==> src/design/fbss_pkg.sv <==
// Shared constants and types for the fuzzy byte signature search block.
`timescale 1ns / 1ps

package fbss_pkg;

  localparam int WIN_DEPTH     = 32;   // largest signature the block supports
  localparam int BYTES_PER_REG = 8;    // signature bytes held by one config register
  localparam int SIG_REGS      = 4;
  localparam int CFG_DATA_W    = 64;
  localparam int CFG_IDX_W     = 3;
  localparam int THRESH_W      = 6;
  localparam int CNT_W         = 6;    // holds a hit count up to WIN_DEPTH
  localparam int GRP_SIZE      = 8;    // cells summed per first-level adder
  localparam int GRP_SUM_W     = 4;    // holds a count up to GRP_SIZE
  localparam int OFS_W         = 32;

  localparam logic [OFS_W-1:0]    SEEN_SAT       = '1;
  localparam logic [THRESH_W-1:0] DEFAULT_THRESH = THRESH_W'(31);

  // configuration register indexes
  localparam logic [CFG_IDX_W-1:0] REG_SIG_0_7   = 3'd0;
  localparam logic [CFG_IDX_W-1:0] REG_SIG_8_15  = 3'd1;
  localparam logic [CFG_IDX_W-1:0] REG_SIG_16_23 = 3'd2;
  localparam logic [CFG_IDX_W-1:0] REG_SIG_24_31 = 3'd3;
  localparam logic [CFG_IDX_W-1:0] REG_THRESH    = 3'd4;

  typedef logic [SIG_REGS-1:0][CFG_DATA_W-1:0] sig_regs_t;

  // bookkeeping that travels beside the score through the pipeline
  typedef struct packed {
    logic             eligible;   // window full and count not saturated
    logic             last;       // beat closes the region
    logic [OFS_W-1:0] offset;     // region offset of the window's first byte
  } beat_meta_t;

endpackage

==> src/design/fbss_channels.sv <==
// Valid/ready channel interfaces for the byte stream and the search result.
`timescale 1ns / 1ps

interface fbss_in_if;
  logic       valid;
  logic       ready;
  logic [7:0] data_byte;
  logic       region_end;

  modport source (output valid, output data_byte, output region_end, input ready);
  modport sink   (input valid, input data_byte, input region_end, output ready);
endinterface

interface fbss_out_if;
  logic                       valid;
  logic                       ready;
  logic                       found;
  logic [fbss_pkg::OFS_W-1:0] win_start;

  modport source (output valid, output found, output win_start, input ready);
  modport sink   (input valid, input found, input win_start, output ready);
endinterface

==> src/design/fbss_cell.sv <==
// One window position: holds a byte, compares it against its signature byte.
`timescale 1ns / 1ps

module fbss_cell (
  input  logic       clk,
  input  logic       shift_en,
  input  logic [7:0] byte_in,
  input  logic [7:0] sig_byte,
  output logic [7:0] byte_out,
  output logic       hit
);

  logic [7:0] window_byte;
  logic       eq;

  // the compare is taken on the byte as it moves in, so hit always matches window_byte
  always_ff @(posedge clk) begin
    if (shift_en) begin
      window_byte <= byte_in;
      eq          <= (byte_in == sig_byte);
    end
  end

  assign byte_out = window_byte;
  assign hit      = eq;

endmodule

==> src/design/fbss_score.sv <==
// First level of the hit count: registered partial sums over groups of cells.
`timescale 1ns / 1ps

module fbss_score #(
  parameter int SIG_BYTES = fbss_pkg::WIN_DEPTH,
  parameter int GROUPS    = (SIG_BYTES + fbss_pkg::GRP_SIZE - 1) / fbss_pkg::GRP_SIZE
) (
  input  logic                                      clk,
  input  logic                                      load,
  input  logic [SIG_BYTES-1:0]                      hits,
  output logic [GROUPS-1:0][fbss_pkg::GRP_SUM_W-1:0] grp_sums
);

  import fbss_pkg::*;

  logic [GROUPS-1:0][GRP_SUM_W-1:0] sums_next;

  always_comb begin
    for (int g = 0; g < GROUPS; g++) begin
      sums_next[g] = '0;
      for (int k = 0; k < GRP_SIZE; k++) begin
        if (g * GRP_SIZE + k < SIG_BYTES) begin
          sums_next[g] = sums_next[g] + GRP_SUM_W'(hits[g * GRP_SIZE + k]);
        end
      end
    end
  end

  always_ff @(posedge clk) begin
    if (load) begin
      grp_sums <= sums_next;
    end
  end

endmodule

==> src/design/fuzzy_byte_signature_search.sv <==
// Top level of the fuzzy byte signature search: cell row, scoring pipeline, result register.
`timescale 1ns / 1ps

// Streams the bytes of a region, one beat per byte, and reports the first
// window of SIGNATURE_BYTES consecutive bytes in which at least
// match_threshold positions equal the configured signature. A region gives
// exactly one result beat: found=1 with the offset of the window's first
// byte, or found=0 / offset 0 on the region's last byte when nothing matched.
// Throughput is one byte per clock while the pipeline is not backed up. A
// byte passes three register stages: the cell row (shift and per-byte
// compare) when it is accepted, then the partial hit sums, then the final
// add, threshold compare and result register, from which its result is
// offered. The block keeps taking bytes while a result waits on the output;
// it only stops when every pipeline stage is full behind a stalled result.
// Configuration is written through cfg_we/cfg_index/cfg_data while no beat
// is in flight; writes to unknown indexes are dropped. The byte counter
// saturates at 2^32-1; past that no further window of the region is examined.
module fuzzy_byte_signature_search #(
  parameter int SIGNATURE_BYTES = fbss_pkg::WIN_DEPTH
) (
  input  logic                                clk,
  input  logic                                rst,
  input  logic                                cfg_we,
  input  logic [fbss_pkg::CFG_IDX_W-1:0]       cfg_index,
  input  logic [fbss_pkg::CFG_DATA_W-1:0]      cfg_data,
  fbss_in_if.sink                             din,
  fbss_out_if.source                          dout
);

  import fbss_pkg::*;

  localparam int GROUPS = (SIGNATURE_BYTES + GRP_SIZE - 1) / GRP_SIZE;

  // ---------------- configuration ----------------
  sig_regs_t           sig_q;
  logic [THRESH_W-1:0] threshold;

  always_ff @(posedge clk) begin
    if (rst) begin
      sig_q     <= '0;
      threshold <= DEFAULT_THRESH;
    end else if (cfg_we) begin
      unique case (cfg_index)
        REG_SIG_0_7:   sig_q[0]  <= cfg_data;
        REG_SIG_8_15:  sig_q[1]  <= cfg_data;
        REG_SIG_16_23: sig_q[2]  <= cfg_data;
        REG_SIG_24_31: sig_q[3]  <= cfg_data;
        REG_THRESH:    threshold <= cfg_data[THRESH_W-1:0];
        default: ;
      endcase
    end
  end

  // ---------------- pipeline control ----------------
  logic s1_valid, s2_valid, out_valid;
  logic s1_adv, s2_adv, accept;

  assign s2_adv    = !out_valid || dout.ready;
  assign s1_adv    = !s2_valid || s2_adv;
  assign din.ready = !s1_valid || s1_adv;
  assign accept    = din.valid && din.ready;

  // ---------------- front: byte count per region ----------------
  logic [OFS_W-1:0] bytes_seen;
  logic [OFS_W-1:0] seen_inc;
  logic             saturated;
  beat_meta_t       meta_in;

  assign saturated = (bytes_seen == SEEN_SAT);
  assign seen_inc  = saturated ? bytes_seen : bytes_seen + OFS_W'(1);

  always_comb begin
    meta_in.eligible = !saturated && (seen_inc >= OFS_W'(SIGNATURE_BYTES));
    meta_in.last     = din.region_end;
    meta_in.offset   = seen_inc - OFS_W'(SIGNATURE_BYTES);
  end

  always_ff @(posedge clk) begin
    if (rst) begin
      bytes_seen <= '0;
    end else if (accept) begin
      bytes_seen <= din.region_end ? '0 : seen_inc;
    end
  end

  // ---------------- cell row: newest byte enters the top cell ----------------
  logic [SIGNATURE_BYTES:0][7:0] chain;
  logic [SIGNATURE_BYTES-1:0]    hits;

  assign chain[SIGNATURE_BYTES] = din.data_byte;

  for (genvar j = 0; j < SIGNATURE_BYTES; j++) begin : g_cell
    fbss_cell u_cell (
      .clk      (clk),
      .shift_en (accept),
      .byte_in  (chain[j+1]),
      .sig_byte (sig_q[j / BYTES_PER_REG][(j % BYTES_PER_REG) * 8 +: 8]),
      .byte_out (chain[j]),
      .hit      (hits[j])
    );
  end

  // stage 1 control sits beside the cell row
  beat_meta_t s1_meta;

  always_ff @(posedge clk) begin
    if (rst) begin
      s1_valid <= 1'b0;
    end else if (accept) begin
      s1_valid <= 1'b1;
    end else if (s1_adv) begin
      s1_valid <= 1'b0;
    end
  end

  always_ff @(posedge clk) begin
    if (accept) begin
      s1_meta <= meta_in;
    end
  end

  // ---------------- stage 2: partial sums ----------------
  logic                             s2_load;
  logic [GROUPS-1:0][GRP_SUM_W-1:0] grp_sums;
  beat_meta_t                       s2_meta;

  assign s2_load = s1_valid && s1_adv;

  fbss_score #(
    .SIG_BYTES (SIGNATURE_BYTES),
    .GROUPS    (GROUPS)
  ) u_score (
    .clk      (clk),
    .load     (s2_load),
    .hits     (hits),
    .grp_sums (grp_sums)
  );

  always_ff @(posedge clk) begin
    if (rst) begin
      s2_valid <= 1'b0;
    end else if (s2_load) begin
      s2_valid <= 1'b1;
    end else if (s2_adv) begin
      s2_valid <= 1'b0;
    end
  end

  always_ff @(posedge clk) begin
    if (s2_load) begin
      s2_meta <= s1_meta;
    end
  end

  // ---------------- stage 3: decide and register result ----------------
  logic [CNT_W-1:0] total;
  logic             already_found;
  logic             hit_now;
  logic             miss_now;
  logic             s2_fire;
  logic             out_found;
  logic [OFS_W-1:0] out_offset;

  always_comb begin
    total = '0;
    for (int g = 0; g < GROUPS; g++) begin
      total = total + CNT_W'(grp_sums[g]);
    end
  end

  assign s2_fire  = s2_valid && s2_adv;
  assign hit_now  = s2_meta.eligible && !already_found && (total >= threshold);
  assign miss_now = s2_meta.last && !already_found && !hit_now;

  always_ff @(posedge clk) begin
    if (rst) begin
      already_found <= 1'b0;
    end else if (s2_fire) begin
      already_found <= s2_meta.last ? 1'b0 : (already_found || hit_now);
    end
  end

  always_ff @(posedge clk) begin
    if (rst) begin
      out_valid <= 1'b0;
    end else if (s2_fire && (hit_now || miss_now)) begin
      out_valid <= 1'b1;
    end else if (dout.ready) begin
      out_valid <= 1'b0;
    end
  end

  always_ff @(posedge clk) begin
    if (s2_fire && (hit_now || miss_now)) begin
      out_found  <= hit_now;
      out_offset <= hit_now ? s2_meta.offset : '0;
    end
  end

  assign dout.valid     = out_valid;
  assign dout.found     = out_found;
  assign dout.win_start = out_offset;

  // ---------------- checks ----------------
  a_notfound_zero: assert property (@(posedge clk) disable iff (rst)
    dout.valid && !dout.found |-> dout.win_start == '0)
    else $error("not-found beat with nonzero offset");

  a_count_clears: assert property (@(posedge clk) disable iff (rst)
    accept && din.region_end |=> bytes_seen == '0)
    else $error("byte count not cleared after region end");

  a_found_clears: assert property (@(posedge clk) disable iff (rst)
    s2_fire && s2_meta.last |=> !already_found)
    else $error("found flag survived region end");

  a_s2_holds: assert property (@(posedge clk) disable iff (rst)
    s2_valid && !s2_adv |=> s2_valid && $stable(s2_meta))
    else $error("stalled score stage lost its beat");

  a_no_double_hit: assert property (@(posedge clk) disable iff (rst)
    s2_valid && already_found |-> !hit_now)
    else $error("second match in one region");

endmodule

==> src/flat_wrapper.sv <==
// flat-port wrapper written by rule: the top's interface ports become plain ports
module fuzzy_byte_signature_search_flat import fbss_pkg::*;
#(
  parameter int SIGNATURE_BYTES = fbss_pkg::WIN_DEPTH
)
  (clk, rst, cfg_we, cfg_index, cfg_data, din_valid, din_data_byte, din_region_end, din_ready, dout_valid, dout_found, dout_win_start, dout_ready);
  fbss_in_if din_i ();
  fbss_out_if dout_i ();
  input  logic clk;
  input  logic rst;
  input  logic cfg_we;
  input  logic [fbss_pkg::CFG_IDX_W-1:0] cfg_index;
  input  logic [fbss_pkg::CFG_DATA_W-1:0] cfg_data;
  input wire logic [$bits(din_i.valid)-1:0] din_valid;
  input wire logic [$bits(din_i.data_byte)-1:0] din_data_byte;
  input wire logic [$bits(din_i.region_end)-1:0] din_region_end;
  output wire logic [$bits(din_i.ready)-1:0] din_ready;
  output wire logic [$bits(dout_i.valid)-1:0] dout_valid;
  output wire logic [$bits(dout_i.found)-1:0] dout_found;
  output wire logic [$bits(dout_i.win_start)-1:0] dout_win_start;
  input wire logic [$bits(dout_i.ready)-1:0] dout_ready;
  assign din_i.valid = din_valid;
  assign din_i.data_byte = din_data_byte;
  assign din_i.region_end = din_region_end;
  assign din_ready = din_i.ready;
  assign dout_valid = dout_i.valid;
  assign dout_found = dout_i.found;
  assign dout_win_start = dout_i.win_start;
  assign dout_i.ready = dout_ready;
  fuzzy_byte_signature_search #(.SIGNATURE_BYTES(SIGNATURE_BYTES)) u_core (.clk(clk), .rst(rst), .cfg_we(cfg_we), .cfg_index(cfg_index), .cfg_data(cfg_data), .din(din_i), .dout(dout_i));
endmodule
==> config.mk <==
export PLATFORM = sky130hd
export DESIGN_NAME = fuzzy_byte_signature_search_flat
export DESIGN_NICKNAME = d
export VERILOG_FILES = /design/src/design/fbss_pkg.sv /design/src/design/fbss_channels.sv /design/src/design/fbss_cell.sv /design/src/design/fbss_score.sv /design/src/design/fuzzy_byte_signature_search.sv /design/src/flat_wrapper.sv
export SDC_FILE = /design/constraint.sdc
export NUM_CORES = 1
export LEC_CHECK = 0
export BUFFER_PORTS_ARGS = -buffer_cell sky130_fd_sc_hd__clkbuf_2
export CAP_MARGIN = 10
export CORE_ASPECT_RATIO = 1.4
export CORE_UTILIZATION = 55
export DETAILED_ROUTE_END_ITERATION = 7
export GPL_ROUTABILITY_DRIVEN = 1
export PLACE_DENSITY = 0.77
export REMOVE_ABC_BUFFERS = 1
export SLEW_MARGIN = 40
export SYNTH_ARGS = -nofsm -noshare
export SYNTH_HDL_FRONTEND = slang
export SYNTH_SLANG_ARGS = --single-unit
==> constraint.sdc <==
create_clock -name clk -period 15.1 [get_ports clk]
set_input_delay 1.51 -clock clk [delete_from_list [all_inputs] [get_ports clk]]
set_output_delay 1.51 -clock clk [all_outputs]
set_load 0.01 [all_outputs]
==> out/results.tsv, run 1 <==
stage	metric	value	unit
cells_and_area	Reg area	0.01789	mm^2
place	GPL Wtd Cong	0.8965	
floorplanning	chip height	270.0	um
floorplanning	Core Area	0.05037	mm^2
power_and_ir_drop	Reg power frac	0.539	
synth	synthesized cell area	0.02823	mm^2
sta	Tmin final	4825	ps
global_route	largest net degree at the start of global routing	110	
flow_run	max cap viols	0	
synth	Syn Inst Count	2484	
worst_setup_path	Arr. time, crit path	5180	ps
place	post-place instance area	0.02932	mm^2
clocking	H-tree depth	2	
floorplanning	I/O pins	116	
synth	ys flop type	edfxtp_1	
worst_setup_path	crit start category	flip-flop	
synth	fraction of registers with async set/reset	0	
clocking	hold buffers post-CTS	0	
power_and_ir_drop	maximum VDD drop	0.0001020	V
worst_hold_path	worst min-delay path category	flip-flop to flip-flop	
synth	ranking of synthesized cells by area	edfxtp_1 (42%), dfxtp_1 (21%), xnor2_1 (9.1%)	
sta	Fin. Hold Viols	0	
cells_and_area	cell area after layout	0.03131	mm^2
power_and_ir_drop	clock network fraction of total power	0.389	
worst_setup_path	Worst Setup End Kind	flip-flop	
floorplanning	die area	0.05224	mm^2
floorplanning	row count	97	
clocking	CTS tree	yes	
cells_and_area	synth-to-layout area growth	10.91	%
synth	Mapped Avg Cell Area	11.36	um^2
detailed_routing	DRT iter0 DRCs	1407	
synth	post-synth top area cell	edfxtp_1	
clocking	TritonCTS sink count	695	
cells_and_area	multi-input logic area	0.009648	mm^2
worst_setup_path	worst-path maximum fanout	13	
run_status	failing checks	DRC	
synth	Yosys warning count	0	
synth	Netlist cell types	67	
power_and_ir_drop	Pleak	10.51	nW
cells_and_area	layout cells sized above 1	0.1021	
cells_and_area	non-filler cells, final	3249	
global_route	grt ovf	0	
power_and_ir_drop	Internal	3.064	mW
power_and_ir_drop	P_sw	892.5	uW
place	Placed Instances	3138	
sta	Slew headroom	0.4485	
synth	post-synthesis register bit count	695	
place	port buffer count	115	
global_route	global-route wire length before repair	99.88	mm
detailed_routing	WL/cell	20.14	um
floorplanning	Initial Utilization	0.5604	
sta	Final Skew	31.07	ps
sta	Setup WS post-layout	10270	ps
place	dpl ws	9529	ps
synth	Yosys top cell area share	0.4224	
cells_and_area	fillers	3740	
sta	RSZ-0062 raised after global routing	false	
clocking	# resized after CTS	0	
synth	number of synthesized flops with an enable pin	397	
cells_and_area	final net count	2687	
detailed_routing	Vias/cell	5.640	
cells_and_area	# diodes	0	
clocking	setup bufs post-CTS	0	
sta	Achievable Freq	207.2	MHz
sta	count of pins over their slew limit	0	
worst_setup_path	r2r setup slk	10270	ps
detailed_routing	first-pass iteration count of the detailed router	8	
clocking	clk_lat worst skew	610	ps
worst_setup_path	Critical Path RT	15450	ps
detailed_routing	Routed Wire Length	65.43	mm
sta	setup TNS	0	ps
clocking	Clock Pin Slew Worst Setup and Hold Paths	70	ps
worst_setup_path	worst setup path category	flip-flop to flip-flop	
detailed_routing	Final ANT Viol Nets	0	
floorplanning	Die Width	193.5	um
sta	final setup fails	0	
power_and_ir_drop	switching share of total power	0.2256	
sta	final clock period utilization by the worst path	0.3196	
detailed_routing	vias post-DR	18324	
clocking	CTS Buffer Depth	3	
synth	Seq/Total Area, Yosys	0.6337	
global_route	initial antenna violation count	2	
detailed_routing	# DRC	5	
global_route	vias in the first global route	18288	
sta	worst slew pin tran	827.3	ps
global_route	global-route total usage across every layer	0.2483	
clocking	CTS root buffer	clkbuf_16	
power_and_ir_drop	Pwr Density	126.4	mW/mm^2
clocking	clock buffer count from CTS	59	
place	Post-DP HPWL	44.12	mm
run_status	outcome	finished, violations left	
power_and_ir_drop	Comb pwr share	0.073	
## cells by family (layout without fill, tap and decap cells)
logic type	count (synthesis)	after routing	share of synthesized area
buffers and inverters	189	311	0.02620
AO/OA/AOI/OAI	360	360	0.07039
flip-flops	695	695	0.6337
XOR/XNOR	317	317	0.1004
AND/OR/NAND/NOR	870	870	0.1402
adder cells (fa/ha/maj)	50	50	0.02802
multiplexers	3	3	0.001108
## power groups by stage
stage | Clock [mW] | Combinational (mW) | Sequential [mW]
finish | 1.54 | 0.287 | 2.13
global route | 1.63 | 0.319 | 2.14
CTS | 1.55 | 0.292 | 2.13
detailed placement | 0 | 0.289 | 2.17
global placement | 0 | 0.276 | 2.17
floorplan | 0 | 0.175 | 2.17
## layer usage
metal  GRT usage  up-vias  part of all wire  routed length, um
met5           0        -                 0                  0
met4      0.1318        0             0.054               3544
li1            -     8620                 -                  -
met1      0.2872     9005              0.38              24880
met2      0.4479      547              0.51              33640
met3     0.03172      152             0.051               3366
## flip-flops by register name, summed over array words and instances, names as in the netlist, 6 cells and up
register and flops:
u_core.s1_meta 34, u_core.g_cell.u_cell.byte_out 248, u_core.threshold 6, u_core.sig_q 256
u_core.dout.win_start 32, u_core.g_cell.u_cell.hit 32, u_core.s2_meta 34, u_core.u_score.grp_sums 16
u_core.bytes_seen 32
## cell usage after synthesis, types with 3 or more instances
master / n
edfxtp_1: 397
a21oi_1: 291
nand4_1: 74
nand2_1: 553
xnor2_2: 3
xor2_1: 18
inv_1: 68
or4_1: 5
or3_1: 10
dfxtp_1: 298
buf_2: 12
nand3_1: 14
and3_1: 8
nor2_1: 89
and4_1: 9
nor4_1: 8
and2_1: 38
nand3b_1: 8
a22oi_1: 12
xnor2_1: 293
nor4_2: 3
a21o_1: 12
fa_1: 22
nor3_1: 18
clkbuf_1: 89
buf_1: 18
a31oi_1: 6
nand2b_1: 6
ha_1: 28
nor2b_1: 8
or2_2: 3
o21ai_0: 17
## area by class of cell
| type | instances | share of cell area |
|---|---|---|
| multi-input cells | 1600 | 0.3082 |
| flip-flops and latches | 695 | 0.5714 |
| clock buffers | 84 | 0.05400 |
| well taps | 643 | 0.02570 |
| repair buffers | 132 | 0.02338 |
| inverters | 68 | 0.008393 |
| clock inverters | 27 | 0.008953 |
## worst paths after layout
kind	start	depth (start not counted)	endpoint
max reg2reg	u_core.bytes_seen[0]	13	u_core.s1_meta[29]
min	u_core.s1_meta[26]	0	u_core.s2_meta[26]
max	u_core.bytes_seen[0]	13	u_core.s1_meta[29]
min reg2reg	u_core.s1_meta[26]	0	u_core.s2_meta[26]
## cells in the final DEF (no fill, tap or decap), types with 6 or more instances in the layout
master / netlist / final
nand2_1: 553 / 552
edfxtp_1: 397 / 397
dfxtp_1: 298 / 298
xnor2_1: 293 / 293
a21oi_1: 291 / 291
clkbuf_2: 0 / 114
nor2_1: 89 / 87
nand4_1: 74 / 74
inv_1: 68 / 67
clkbuf_16: 0 / 59
and2_1: 38 / 37
ha_1: 28 / 28
fa_1: 22 / 22
xor2_1: 18 / 18
nor3_1: 18 / 18
o21ai_0: 17 / 17
nand3_1: 14 / 13
clkbuf_1: 89 / 13
a21o_1: 12 / 12
a22oi_1: 12 / 12
clkbuf_8: 0 / 12
buf_4: 0 / 12
or3_1: 10 / 10
clkinv_2: 0 / 10
and4_1: 9 / 9
nor2b_1: 8 / 8
nand3b_1: 8 / 8
and3_1: 8 / 7
clkinv_1: 0 / 7
nor4_1: 8 / 6
a31oi_1: 6 / 6
## through the flow
stage / power [mW] / util / hold WS (ps)
4_1_cts: 3.978 / 0.6213 / 416.0
3_3_place_gp: 2.445 / 0.5818 / 402.3
2_1_floorplan: 2.343 / - / 400.3
5_1_grt: 4.084 / 0.6215 / 424.7
6_report: 3.957 / 0.6215 / 410.8
3_5_place_dp: 2.461 / 0.5821 / 404.5
## critical path: stages, from the launching register on
cell and delay [ps]:
dfxtp_1 430, ha_1 300, nand4_4 260, nor4_4 660, nand2_1 340, and3_1 290, xnor2_1 210, ha_1 250
nand2_1 90, mux2i_1 300, nand4_1 340, or2_1 500, or3_4 460, xnor2_2 130
Note: power is estimated with default switching activity, not from simulation.
==> run 2: changes to the inputs <==
- clock period: 15.1 -> 4.5 ns (I/O delays scaled with it)
==> out/results.tsv, run 2 (synthesis results as in run 1) <==
stage	metric	value	unit
run_status	outcome	finished, violations left	
sta	worst slew pin tran	795.8	ps
worst_setup_path	Arr. time, crit path	4480	ps
floorplanning	chip height	270.0	um
worst_setup_path	Crit-path slowest cell	or2_1	
floorplanning	Die Width	193.5	um
detailed_routing	first-pass iteration count of the detailed router	7	
power_and_ir_drop	Pleak	10.65	nW
worst_setup_path	FF-to-FF Start	u_core.bytes_seen[0]	
sta	Min Hold Slack	58.00	ps
cells_and_area	layout cells sized above 1	0.1063	
worst_setup_path	crit start category	flip-flop	
clocking	setup bufs post-CTS	0	
detailed_routing	# DRC	10	
detailed_routing	Final ANT Viol Nets	0	
worst_setup_path	worst setup path category	flip-flop to flip-flop	
clocking	CTS root buffer	clkbuf_16	
detailed_routing	Vias/cell	5.676	
global_route	grt ovf	0	
worst_setup_path	CP peak stage delay	460	ps
global_route	global-route wire length before repair	103.6	mm
place	dpl ws	398.8	ps
cells_and_area	most common cell after layout, fill and taps aside	nand2_1	
place	Placed Instances	3146	
global_route	vias in the first global route	18719	
worst_setup_path	Critical Path RT	4830	ps
cells_and_area	Largest Register	u_core.sig_q	
worst_setup_path	r2r setup slk	350	ps
sta	setup TNS	0	ps
detailed_routing	DRT iter0 DRCs	1427	
cells_and_area	Largest register FFs	256	
floorplanning	die area	0.05224	mm^2
clocking	# resized after CTS	0	
sta	final setup fails	0	
worst_hold_path	worst min-delay path category	input port to flip-flop	
place	Post-DP HPWL	46.23	mm
sta	Tmin final	4145	ps
cells_and_area	synth-to-layout area growth	12.12	%
sta	Setup WS post-layout	354.5	ps
worst_setup_path	worst path cell trace	ha_1 -> nand4_4 -> nor4_4 -> nand2_1 -> and3_1 -> xnor2_1 -> ha_1 -> nand2_1 -> mux2i_1 -> nand4_1 -> or2_1 -> or3_4 -> xnor2_2	
global_route	initial antenna violation count	1	
worst_setup_path	Worst Setup End Kind	flip-flop	
clocking	CTS Buffer Depth	3	
sta	Final Skew	33.35	ps
clocking	clock buffer count from CTS	66	
detailed_routing	WL/cell	20.73	um
global_route	global-route total usage across every layer	0.2604	
floorplanning	Initial Utilization	0.5604	
sta	count of pins over their slew limit	0	
sta	Fin. Hold Viols	0	
floorplanning	Core Area	0.05037	mm^2
sta	Achievable Freq	241.2	MHz
clocking	CTS tree	yes	
detailed_routing	Routed Wire Length	67.78	mm
clocking	Clock Pin Slew Worst Setup and Hold Paths	60	ps
clocking	clk_lat worst skew	610	ps
place	port buffer count	115	
worst_setup_path	Worst Setup SP	u_core.bytes_seen[0]	
floorplanning	row count	97	
worst_setup_path	Worst setup endpoint	u_core.s1_meta[29]	
global_route	largest net degree at the start of global routing	113	
worst_setup_path	worst-path maximum fanout	13	
sta	Slew headroom	0.4694	
clocking	H-tree depth	3	
power_and_ir_drop	maximum VDD drop	0.0003747	V
place	GPL Wtd Cong	0.9658	
worst_setup_path	Worst Reg2Reg Path Length in Cells	13	
power_and_ir_drop	Pwr Density	433.5	mW/mm^2
clocking	hold buffers post-CTS	0	
floorplanning	I/O pins	116	
sta	RSZ-0062 raised after global routing	false	
run_status	failing checks	DRC	
sta	final clock period utilization by the worst path	0.9212	
cells_and_area	most frequent cells in the layout	nand2_1 (552), edfxtp_1 (397), dfxtp_1 (298)	
cells_and_area	final net count	2702	
flow_run	max cap viols	0	
worst_setup_path	worst reg2reg path endpoint	u_core.s1_meta[29]	
place	post-place instance area	0.02945	mm^2
cells_and_area	cell area after layout	0.03165	mm^2
cells_and_area	non-filler cells, final	3270	
detailed_routing	vias post-DR	18559	
clocking	TritonCTS sink count	695	
==> run 2: layout make-up <==
type                       instances  area (um^2)
antenna                            2        5.005
clock buffer                      94         1891
clock inverter                    28        287.8
fill                            3678        18720
inverter                          68        262.8
multi-input combinational       1600         9653
sequential                       695        17890
tap                              643        804.5
timing repair buffer             140        854.6
==> run 2: routing by layer <==
| layer | vias up | global-route usage | part of all wire |
|---|---|---|---|
| met5 | - | 0 | 0 |
| met4 | 0 | 0.1535 | 0.055 |
| met3 | 151 | 0.04408 | 0.062 |
| met2 | 622 | 0.4593 | 0.51 |
| met1 | 9121 | 0.2972 | 0.37 |
| li1 | 8665 | - | - |
==> run 2: metrics by stage <==
stage	total power, mW	util
2_1_floorplan	7.862	-
3_3_place_gp	8.223	0.5834
3_5_place_dp	8.281	0.5847
4_1_cts	13.80	0.6280
5_1_grt	14.15	0.6282
6_report	13.72	0.6283
==> run 2: how the worst min path moves through the flow <==
stage | to | depth (start not counted) | from | slack (ps)
after CTS | u_core.g_cell[31].u_cell.byte_out[1] | 1 | din_data_byte[1] | 30
final | u_core.g_cell[31].u_cell.byte_out[2] | 1 | din_data_byte[2] | 60
after detailed placement | u_core.s2_meta[6] | 0 | u_core.s1_meta[6] | 400
after global placement | u_core.s2_meta[31] | 0 | u_core.s1_meta[31] | 400
after floorplan | u_core.s2_meta[0] | 0 | u_core.s1_meta[0] | 400
after global routing | u_core.g_cell[31].u_cell.byte_out[0] | 1 | din_data_byte[0] | 40
==> run 2: where the power goes <==
part / internal [mW] / total [mW] / switching [mW]
logic: 0.404 / 0.986 / 0.583
registers: 6.99 / 7.16 / 0.167
clock network: 3.19 / 5.57 / 2.38
==> run 2: critical path: cells and delay by family (launching register included) <==
family                   cells  cell delay, ps
XOR/XNOR                     2             320
adder cells (fa/ha/maj)      2             590
flip-flops                   1             430
multiplexers                 1             230
AND/OR/NAND/NOR              8            2290
